**src/hdl/lftiu_pkg.sv**
```systemverilog
// Types, constants and codes of the line/frame timer and interrupt unit.
package lftiu_pkg;

    // Timers and periods
    localparam int NUM_TIMERS      = 3;
    localparam int LINE_CYCLES_DEF = 256;
    localparam int FRAME_CYCLES    = 256 * 159;
    localparam int CNT_W           = 17;
    localparam int LINE_CYCLES_MAX = 4096;

    // Operation codes
    localparam logic [2:0] OP_ADVANCE = 3'd0;
    localparam logic [2:0] OP_SET     = 3'd1;
    localparam logic [2:0] OP_COMMIT  = 3'd2;
    localparam logic [2:0] OP_WRITE   = 3'd3;
    localparam logic [2:0] OP_RESET   = 3'd4;

    // Timer indexes
    localparam logic [1:0] TMR_LINE  = 2'd0;
    localparam logic [1:0] TMR_FRAME = 2'd1;
    localparam logic [1:0] TMR_DMA   = 2'd2;

    // Register selects
    localparam logic [2:0] REG_ENABLE  = 3'd0;
    localparam logic [2:0] REG_STATUS  = 3'd1;
    localparam logic [2:0] REG_RELOAD  = 3'd2;
    localparam logic [2:0] REG_LINECNT = 3'd3;
    localparam logic [2:0] REG_VBASE   = 3'd4;

    // Status / enable bits
    localparam int BIT_LINE  = 7;
    localparam int BIT_FRAME = 6;

    // Stream widths
    localparam int S_TDATA_W = 48;
    localparam int S_TUSER_W = 3;
    localparam int M_TDATA_W = 40;

    typedef struct packed {
        logic [2:0]  op;
        logic [15:0] cycles;
        logic        cpu_running;
        logic [1:0]  timer_index;
        logic [15:0] timer_value;
        logic [2:0]  reg_select;
        logic [7:0]  reg_value;
    } t_item;

    typedef struct packed {
        logic        audio_tick;
        logic        sound_dma;
        logic [1:0]  irq_count;
        logic        yield_cpu;
        logic        vector_valid;
        logic [10:0] vector_addr;
        logic [15:0] next_expiry;
    } t_result;

endpackage

```
**src/hdl/lftiu_in_stage.sv**
```systemverilog
// Input register stage: unpacks a stream transaction and holds it for the core.
module lftiu_in_stage (
    input  logic                                 i_clk,
    input  logic                                 i_rst_n,
    input  logic                                 i_valid,
    output logic                                 o_ready,
    input  logic [lftiu_pkg::S_TDATA_W-1:0]      i_data,
    input  logic [lftiu_pkg::S_TUSER_W-1:0]      i_user,
    output logic                                 o_valid,
    output lftiu_pkg::t_item                     o_item,
    input  logic                                 i_advance
);
    import lftiu_pkg::*;

    logic  r_valid;
    t_item r_item;
    t_item n_item;

    // Ready whenever the register is empty or drains this cycle
    assign o_ready = !r_valid || i_advance;

    // Unpack the transaction fields
    always_comb begin
        n_item.op          = i_user;
        n_item.cycles      = i_data[15:0];
        n_item.cpu_running = i_data[16];
        n_item.timer_index = i_data[18:17];
        n_item.timer_value = i_data[34:19];
        n_item.reg_select  = i_data[37:35];
        n_item.reg_value   = i_data[45:38];
    end

    always_ff @(posedge i_clk) begin
        if (!i_rst_n) begin
            r_valid <= 1'b0;
        end else if (o_ready) begin
            r_valid <= i_valid;
        end
    end

    always_ff @(posedge i_clk) begin
        if (o_ready && i_valid) begin
            r_item <= n_item;
        end
    end

    assign o_valid = r_valid;
    assign o_item  = r_item;

endmodule

```
**src/hdl/lftiu_core.sv**
```systemverilog
// Timer and interrupt state with the single-pass update for one item.
module lftiu_core #(
    parameter int LINE_CYCLES = lftiu_pkg::LINE_CYCLES_DEF
) (
    input  logic                 i_clk,
    input  logic                 i_rst_n,
    input  logic                 i_fire,
    input  lftiu_pkg::t_item     i_item,
    output lftiu_pkg::t_result   o_result
);
    import lftiu_pkg::*;

    localparam logic signed [CNT_W-1:0] LINE_RLD  = CNT_W'(LINE_CYCLES);
    localparam logic signed [CNT_W-1:0] FRAME_RLD = CNT_W'(FRAME_CYCLES);

    logic signed [CNT_W-1:0] r_cnt [NUM_TIMERS];
    logic signed [CNT_W-1:0] n_cnt [NUM_TIMERS];
    logic [15:0]             r_pend [NUM_TIMERS];
    logic [15:0]             n_pend [NUM_TIMERS];
    logic [7:0] r_en, n_en, r_stat, n_stat, r_rld, n_rld, r_lcnt, n_lcnt, r_vbase, n_vbase;

    logic signed [CNT_W-1:0] sub_cyc;
    logic signed [CNT_W-1:0] dec [NUM_TIMERS];
    logic [NUM_TIMERS-1:0]   run;
    logic [NUM_TIMERS-1:0]   expire;
    logic [7:0]              lcnt_ld;
    logic [7:0]              lcnt_dec;
    logic                    line_step;
    logic                    line_irq;
    logic                    frame_irq;
    logic                    yield;
    logic [7:0]              pend_irq;
    logic [8:0]              vsum;
    logic [15:0]             nxt;

    assign sub_cyc = $signed({1'b0, i_item.cycles});

    // Running flags and decremented counts
    always_comb begin
        for (int k = 0; k < NUM_TIMERS; k++) begin
            run[k]    = !r_cnt[k][CNT_W-1] && (r_cnt[k] != '0);
            dec[k]    = r_cnt[k] - sub_cyc;
            expire[k] = run[k] && (dec[k][CNT_W-1] || (dec[k] == '0));
        end
    end

    // Line counter step on line expiry
    assign line_step = expire[0] && r_en[BIT_LINE] && (r_rld != 8'd0);
    assign lcnt_ld   = (r_lcnt == 8'd0) ? r_rld : r_lcnt;
    assign lcnt_dec  = lcnt_ld - 8'd1;
    assign line_irq  = line_step && (lcnt_dec == 8'd0);
    assign frame_irq = expire[1] && r_en[BIT_FRAME];

    // Next state for one item
    always_comb begin
        for (int k = 0; k < NUM_TIMERS; k++) begin
            n_cnt[k]  = r_cnt[k];
            n_pend[k] = r_pend[k];
        end
        n_en    = r_en;
        n_stat  = r_stat;
        n_rld   = r_rld;
        n_lcnt  = r_lcnt;
        n_vbase = r_vbase;
        yield   = 1'b0;
        case (i_item.op)
            OP_ADVANCE: begin
                for (int k = 0; k < NUM_TIMERS; k++) begin
                    if (run[k]) begin
                        n_cnt[k] = dec[k];
                    end
                end
                if (expire[0]) begin
                    n_cnt[0] = dec[0] + LINE_RLD;
                end
                if (expire[1]) begin
                    n_cnt[1] = dec[1] + FRAME_RLD;
                end
                if (line_step) begin
                    n_lcnt = lcnt_dec;
                end
                if (line_irq) begin
                    n_stat[BIT_LINE] = 1'b1;
                end
                if (frame_irq) begin
                    n_stat[BIT_FRAME] = 1'b1;
                end
            end
            OP_SET: begin
                if (i_item.timer_index inside {TMR_LINE, TMR_FRAME, TMR_DMA}) begin
                    if (i_item.cpu_running) begin
                        n_pend[i_item.timer_index] = i_item.timer_value;
                        yield = 1'b1;
                    end else begin
                        n_cnt[i_item.timer_index] = $signed({1'b0, i_item.timer_value});
                    end
                end
            end
            OP_COMMIT: begin
                for (int k = 0; k < NUM_TIMERS; k++) begin
                    if (r_pend[k] != 16'd0) begin
                        n_cnt[k]  = $signed({1'b0, r_pend[k]});
                        n_pend[k] = 16'd0;
                    end
                end
            end
            OP_WRITE: begin
                case (i_item.reg_select)
                    REG_ENABLE:  n_en    = i_item.reg_value;
                    REG_STATUS:  n_stat  = i_item.reg_value;
                    REG_RELOAD:  n_rld   = i_item.reg_value;
                    REG_LINECNT: n_lcnt  = i_item.reg_value;
                    REG_VBASE:   n_vbase = i_item.reg_value;
                    default: ;
                endcase
            end
            OP_RESET: begin
                n_cnt[0] = LINE_RLD;
                n_cnt[1] = FRAME_RLD;
                n_cnt[2] = '0;
                for (int k = 0; k < NUM_TIMERS; k++) begin
                    n_pend[k] = 16'd0;
                end
            end
            default: ;
        endcase
    end

    // Highest pending vector
    assign pend_irq = n_en & n_stat;
    always_comb begin
        vsum = 9'd0;
        if (pend_irq[BIT_LINE]) begin
            vsum = {1'b0, n_vbase} + 9'(BIT_LINE);
        end else if (pend_irq[BIT_FRAME]) begin
            vsum = {1'b0, n_vbase} + 9'(BIT_FRAME);
        end
    end

    // Smallest running count below the cycle limit
    always_comb begin
        nxt = i_item.cycles;
        for (int k = 0; k < NUM_TIMERS; k++) begin
            if (!n_cnt[k][CNT_W-1] && (n_cnt[k] != '0)
                && (n_cnt[k][15:0] < nxt) && !n_cnt[k][CNT_W-1]) begin
                nxt = n_cnt[k][15:0];
            end
        end
    end

    always_comb begin
        o_result.audio_tick   = (i_item.op == OP_ADVANCE) && expire[0];
        o_result.sound_dma    = (i_item.op == OP_ADVANCE) && expire[2];
        o_result.irq_count    = (i_item.op == OP_ADVANCE)
                                ? (2'(line_irq) + 2'(frame_irq)) : 2'd0;
        o_result.yield_cpu    = yield;
        o_result.vector_valid = pend_irq[BIT_LINE] || pend_irq[BIT_FRAME];
        o_result.vector_addr  = {vsum, 2'b00};
        o_result.next_expiry  = nxt;
    end

    // State registers, updated once per item
    always_ff @(posedge i_clk) begin
        if (!i_rst_n) begin
            r_cnt[0] <= LINE_RLD;
            r_cnt[1] <= FRAME_RLD;
            r_cnt[2] <= '0;
            for (int k = 0; k < NUM_TIMERS; k++) begin
                r_pend[k] <= 16'd0;
            end
            r_en    <= 8'd0;
            r_stat  <= 8'd0;
            r_rld   <= 8'd0;
            r_lcnt  <= 8'd0;
            r_vbase <= 8'd0;
        end else if (i_fire) begin
            for (int k = 0; k < NUM_TIMERS; k++) begin
                r_cnt[k]  <= n_cnt[k];
                r_pend[k] <= n_pend[k];
            end
            r_en    <= n_en;
            r_stat  <= n_stat;
            r_rld   <= n_rld;
            r_lcnt  <= n_lcnt;
            r_vbase <= n_vbase;
        end
    end

endmodule

```
**src/hdl/lftiu_out_stage.sv**
```systemverilog
// Result register: packs a result and holds it until the sink takes it.
module lftiu_out_stage (
    input  logic                               i_clk,
    input  logic                               i_rst_n,
    input  logic                               i_valid,
    output logic                               o_ready,
    input  lftiu_pkg::t_result                 i_result,
    output logic                               o_valid,
    input  logic                               i_ready,
    output logic [lftiu_pkg::M_TDATA_W-1:0]    o_data
);
    import lftiu_pkg::*;

    logic                 r_valid;
    logic [M_TDATA_W-1:0] r_data;
    logic [M_TDATA_W-1:0] n_data;

    // Free when empty or the held transaction leaves this cycle
    assign o_ready = !r_valid || i_ready;

    assign n_data = {7'd0,
                     i_result.next_expiry,
                     i_result.vector_addr,
                     i_result.vector_valid,
                     i_result.yield_cpu,
                     i_result.irq_count,
                     i_result.sound_dma,
                     i_result.audio_tick};

    always_ff @(posedge i_clk) begin
        if (!i_rst_n) begin
            r_valid <= 1'b0;
        end else if (o_ready) begin
            r_valid <= i_valid;
        end
    end

    always_ff @(posedge i_clk) begin
        if (o_ready && i_valid) begin
            r_data <= n_data;
        end
    end

    assign o_valid = r_valid;
    assign o_data  = r_data;

endmodule

```
**src/hdl/line_frame_timer_interrupt_unit_top.sv**
```systemverilog
// Top level of the line/frame/sound-DMA timer and interrupt unit.
//
//  Channel | Direction | Ports                         | Payload
//  s_axis  | in        | tvalid/tready/tdata/tuser     | one timer/register item
//  m_axis  | out       | tvalid/tready/tdata           | one result per item
//
// One item per clock while the sink keeps taking results; an accepted item is held in
// the input register and moves into the result register when that register is free.
// Item work is a single combinational pass between the input register and the
// result register; the timer subtract/compare sets the critical path.
// Synchronous active-low reset returns the line and frame timers to their period
// values, clears the DMA timer and clears all interrupt registers and both stages.
// A stalled result holds in the result register; the input side keeps taking
// items while its own register is empty or the result register drains or is empty.
module line_frame_timer_interrupt_unit_top #(
    parameter int LINE_CYCLES = lftiu_pkg::LINE_CYCLES_DEF
) (
    input  logic                               i_clk,
    input  logic                               i_rst_n,
    input  logic                               i_s_axis_tvalid,
    output logic                               o_s_axis_tready,
    // cycles[15:0], cpu_running[16], timer_index[18:17], timer_value[34:19],
    // reg_select[37:35], reg_value[45:38], zero fill [47:46]
    input  logic [lftiu_pkg::S_TDATA_W-1:0]    i_s_axis_tdata,
    // op[2:0]
    input  logic [lftiu_pkg::S_TUSER_W-1:0]    i_s_axis_tuser,
    output logic                               o_m_axis_tvalid,
    input  logic                               i_m_axis_tready,
    // audio_tick[0], sound_dma[1], irq_count[3:2], yield_cpu[4],
    // vector_valid[5], vector_addr[16:6], next_expiry[32:17], zero fill [39:33]
    output logic [lftiu_pkg::M_TDATA_W-1:0]    o_m_axis_tdata
);
    import lftiu_pkg::*;

    logic    in_valid;
    t_item   in_item;
    logic    out_free;
    logic    fire;
    t_result result;

    // An item moves into the result register when that register is free
    assign fire = in_valid && out_free;

    lftiu_in_stage u_in (
        .i_clk     (i_clk),
        .i_rst_n   (i_rst_n),
        .i_valid   (i_s_axis_tvalid),
        .o_ready   (o_s_axis_tready),
        .i_data    (i_s_axis_tdata),
        .i_user    (i_s_axis_tuser),
        .o_valid   (in_valid),
        .o_item    (in_item),
        .i_advance (fire)
    );

    lftiu_core #(
        .LINE_CYCLES (LINE_CYCLES)
    ) u_core (
        .i_clk    (i_clk),
        .i_rst_n  (i_rst_n),
        .i_fire   (fire),
        .i_item   (in_item),
        .o_result (result)
    );

    lftiu_out_stage u_out (
        .i_clk    (i_clk),
        .i_rst_n  (i_rst_n),
        .i_valid  (in_valid),
        .o_ready  (out_free),
        .i_result (result),
        .o_valid  (o_m_axis_tvalid),
        .i_ready  (i_m_axis_tready),
        .o_data   (o_m_axis_tdata)
    );

endmodule

```
**config.mk**
```make
export PLATFORM = sky130hd
export DESIGN_NAME = line_frame_timer_interrupt_unit_top
export DESIGN_NICKNAME = d
export VERILOG_FILES = /design/src/hdl/lftiu_pkg.sv /design/src/hdl/lftiu_in_stage.sv /design/src/hdl/lftiu_core.sv /design/src/hdl/lftiu_out_stage.sv /design/src/hdl/line_frame_timer_interrupt_unit_top.sv
export SDC_FILE = /design/constraint.sdc
export NUM_CORES = 1
export LEC_CHECK = 0
export BUFFER_PORTS_ARGS = -buffer_cell sky130_fd_sc_hd__buf_2
export CORE_MARGIN = 1.5
export CORE_UTILIZATION = 46
export DETAILED_ROUTE_END_ITERATION = 10
export PLACE_DENSITY = 0.73
export SKIP_LAST_GASP = 1
export SLEW_MARGIN = 20
export SYNTH_ARGS = -nofsm -noshare
export SYNTH_HDL_FRONTEND = slang
export SYNTH_SLANG_ARGS = --single-unit
export TNS_END_PERCENT = 20
```
**constraint.sdc**
```tcl
create_clock -name i_clk -period 13.2 [get_ports i_clk]
set_input_delay 0 -clock i_clk [delete_from_list [all_inputs] [get_ports i_clk]]
set_output_delay 0 -clock i_clk [all_outputs]
set_load 0.01 [all_outputs]
```
==> run_results.csv <==
group,metric,value,unit
outcome,outcome,"finished, violations left",
outcome,failed_checks,"design-rule violations",
placed_design,dp_hpwl,45.1,mm
power,pwr-share-seq,0.374,
synth,syn_inst,1877,
synth,synth_edf_count,179,
placed_design,place_congestion,1.01,
placed_design,dpl_worst_slack,0.783,ns
synth,ys_seq_area_frac,0.356,
setup_path,worstSetupPathType,"reg2reg",
grt,track_usage,0.319,
synth,syn_area,16800,um2
timing,layout_setup_ws,0.961,ns
floorplanning,start_util,0.470,
synth,yosysUniqueCellTypes,107,
cts,cts_tree,"done",
floorplanning,dieArea,37700,um2
setup_path,critPathMaxFanout,15,
drt,avgViaCountPerCell,6.60,
cts,h-tree-depth,1,
power,clkPwrFrac,0.307,
setup_path,slowest_delay,0.49,ns
finish,n_antenna_cell,0,
finish,multi_input_area,10100,um2
cts,clkSlewWorstSetupHoldPaths,0.06,ns
synth,ys.flop_type,"edfxtp_1",
cts,cts-root-buf,"clkbuf_16",
setup_path,cp_data_arrival_time,12.52,ns
synth,yosysWarnings,0,
finish,final_core_util,0.533,
grt,grt_max_degree,52,
placed_design,port_buffers,85,
synth,avgSynthCellArea,8.95,um2
drt,vias,16300,
timing,finalCritPeriodShare,0.927,
cts,clkLatencyLatePin,0.54,ns
job,drv_cap,0,
timing,final.setup.tns,0,ns
grt,antenna_found_initial,5,
timing,timing_hold_violations_final,0,
floorplanning,num_rows,69,
finish,drive_gt1_frac,0.124,
drt,avgRoutedWirePerCell,25.0,um
power,p_int,1.44,mW
power,leakagePower,7.66,nW
finish,n_fill_cell,3272,
power,vdd_drop_max,0.103,mV
synth,synth_seq_cells,209,
power,swShare,0.349,
hold_path,hp-class,"in2reg",
drt,drt-total-wl,61.8,mm
timing,slew_violations,0,
drt,drt_pass1_iterations,9,
timing,slew-limit-headroom,0.295,
finish,area_growth,13.4,%
drt,drc,2,
floorplanning,io_pins,97,
finish,layout.area.seq,5980,um2
grt,grt_pass1_wl,92.4,mm
drt,drtIter0Drc,1862,
timing,final.setup_skew,0.0255,ns
floorplanning,core,35700,um2
drt,ant_nets,0,
power,power_frac_comb,0.318,
floorplanning,die_h,194,um
setup_path,cpMostUsedCell,"a21o_1",
setup_path,critPathRequiredTime,13.48,ns
synth,synthArstFlopShare,0,
timing,worstMarginPinSlew,1.05,ns
finish,final_common_cell,"nand2_1",
floorplanning,die_w,194,um
power,cellPowerDensity,116,nW/um2
cts,cts_buffers,24,
power,switchingPower,0.770,mW
timing,fin_crit,12.24,ns
setup_path,cp-end-kind,"flip-flop",
cts,cts.sinks,209,
finish,final_cell_mix,"208 x nand2_1, 179 x edfxtp_1, 178 x a21oi_1, 151 x nor2_1, 103 x ha_1",
setup_path,start_kind,"flip-flop",
grt,grt_pass1_vias,15500,
timing,rsz0062_at_grt,"no",
timing,setup_viol,0,
finish,fin_nets,2150,
setup_path,slowest_stage,"and4_2",
cts,cts.path.max_buffers,3,
grt,grt_overflow_total,0,
timing,fmax,0.0817,GHz
## per-stage QoR
stage	area (um2)	total power [mW]	hold slack, ns	instances
2_1_floorplan	16800	1.30	0.0989	1885
3_3_place_gp	17700	1.49	0.176	2371
3_5_place_dp	17700	1.51	0.178	2371
4_1_cts	19000	2.19	0.145	2468
5_1_grt	19100	2.30	0.171	2468
6_report	19100	2.21	0.167	2468
## final timing paths
check / startpoint / to / slack [ns] / cells after the start
hold reg to reg: u_core.r_vbase[2] / u_core.r_vbase[2] / 0.50 / 2
setup / recovery: u_in.o_item[31] / u_out.o_data[20] / 0.96 / 55
setup reg to reg: u_in.o_item[31] / u_out.o_data[20] / 0.96 / 55
hold / removal: i_s_axis_tdata[38] / u_in.o_item[0] / 0.17 / 2
## per-layer routing
metal	vias up	global-route usage	routed length [um]
met3	219	0.0541	5310
met4	4	0.201	4360
met2	909	0.526	28700
met5	-	0	28
met1	7814	0.388	23400
li1	7342	-	-
## registers in the layout, indices dropped and copies added (netlist names)
register,flops
u_core.r_cnt,51
u_in.o_item,49
u_core.r_pend,48
u_out.o_data,31
u_core.r_lcnt,8
u_core.r_rld,8
u_core.r_vbase,8
u_core.r_en,2
u_core.r_stat,2
u_in.o_valid,1
u_out.o_valid,1
## power by group through the flow
stage          logic, mW  clock network [mW]  registers, mW
4_1_cts            0.685               0.685          0.824
5_1_grt            0.763               0.708          0.828
2_1_floorplan      0.484                   0          0.816
3_3_place_gp       0.655                   0          0.837
3_5_place_dp       0.669                   0          0.838
6_report           0.702               0.679          0.826
## area by class of cell
type                    count  share of cell area
clock inverters             7             0.00197
multi-input cells        1488               0.531
clock buffers              37              0.0396
inverters                  88              0.0173
repair buffers            178              0.0659
well taps                 461              0.0303
flip-flops and latches    209               0.314
## worst max-delay path, delay by kind of cell (launching register included)
| family | cells | cell delay (ns) |
|---|---|---|
| buffers and inverters | 2 | 0.45 |
| multiplexers | 4 | 1.40 |
| AND/OR/NAND/NOR | 15 | 2.26 |
| adder cells (fa/ha/maj) | 5 | 1.36 |
| flip-flops | 1 | 0.45 |
| XOR/XNOR | 1 | 0.20 |
| AO/OA/AOI/OAI | 28 | 5.84 |
## synthesized netlist by cell type (12+ instances only)
library cell | n | area share
ha_1 | 103 | 0.077
mux2i_1 | 82 | 0.049
o21a_1 | 18 | 0.0080
nand2_1 | 209 | 0.047
o221ai_1 | 13 | 0.0068
xnor2_1 | 23 | 0.012
nor3_1 | 33 | 0.0098
o22ai_1 | 14 | 0.0052
nand4_1 | 23 | 0.0086
clkbuf_1 | 70 | 0.016
o211a_1 | 12 | 0.0071
dfxtp_1 | 30 | 0.036
nor4_1 | 32 | 0.012
inv_1 | 87 | 0.019
nand3_1 | 35 | 0.010
a21o_1 | 35 | 0.016
or3_1 | 12 | 0.0045
o211ai_1 | 17 | 0.0076
xor2_1 | 12 | 0.0063
a21oi_1 | 178 | 0.053
mux2_2 | 18 | 0.012
and2_1 | 32 | 0.012
o21ai_0 | 75 | 0.022
nor2b_1 | 31 | 0.012
a311oi_1 | 12 | 0.0063
edfxtp_1 | 179 | 0.32
and3_1 | 12 | 0.0045
nand2b_1 | 15 | 0.0056
a211oi_1 | 27 | 0.012
nor2_1 | 151 | 0.034
## what timing repair did
action	4_1_cts	5_1_grt
hold buffers	53	0
buffers inserted	0	0
hold endpoints to repair	64	0
setup endpoints to repair	0	16
gates resized for setup	0	4
## logic make-up (layout without fill, tap and decap cells)
logic type,Yosys count,in the layout,synth area share
flops,209,209,0.356
fa+ha+maj,107,107,0.0809
xor+xnor,35,35,0.0182
other cells,1,9,0.000223
simple gates,660,660,0.195
buf+inv,188,310,0.0461
compound gates,575,575,0.242
mux,102,102,0.0623
(Power assumes the default switching activity.)
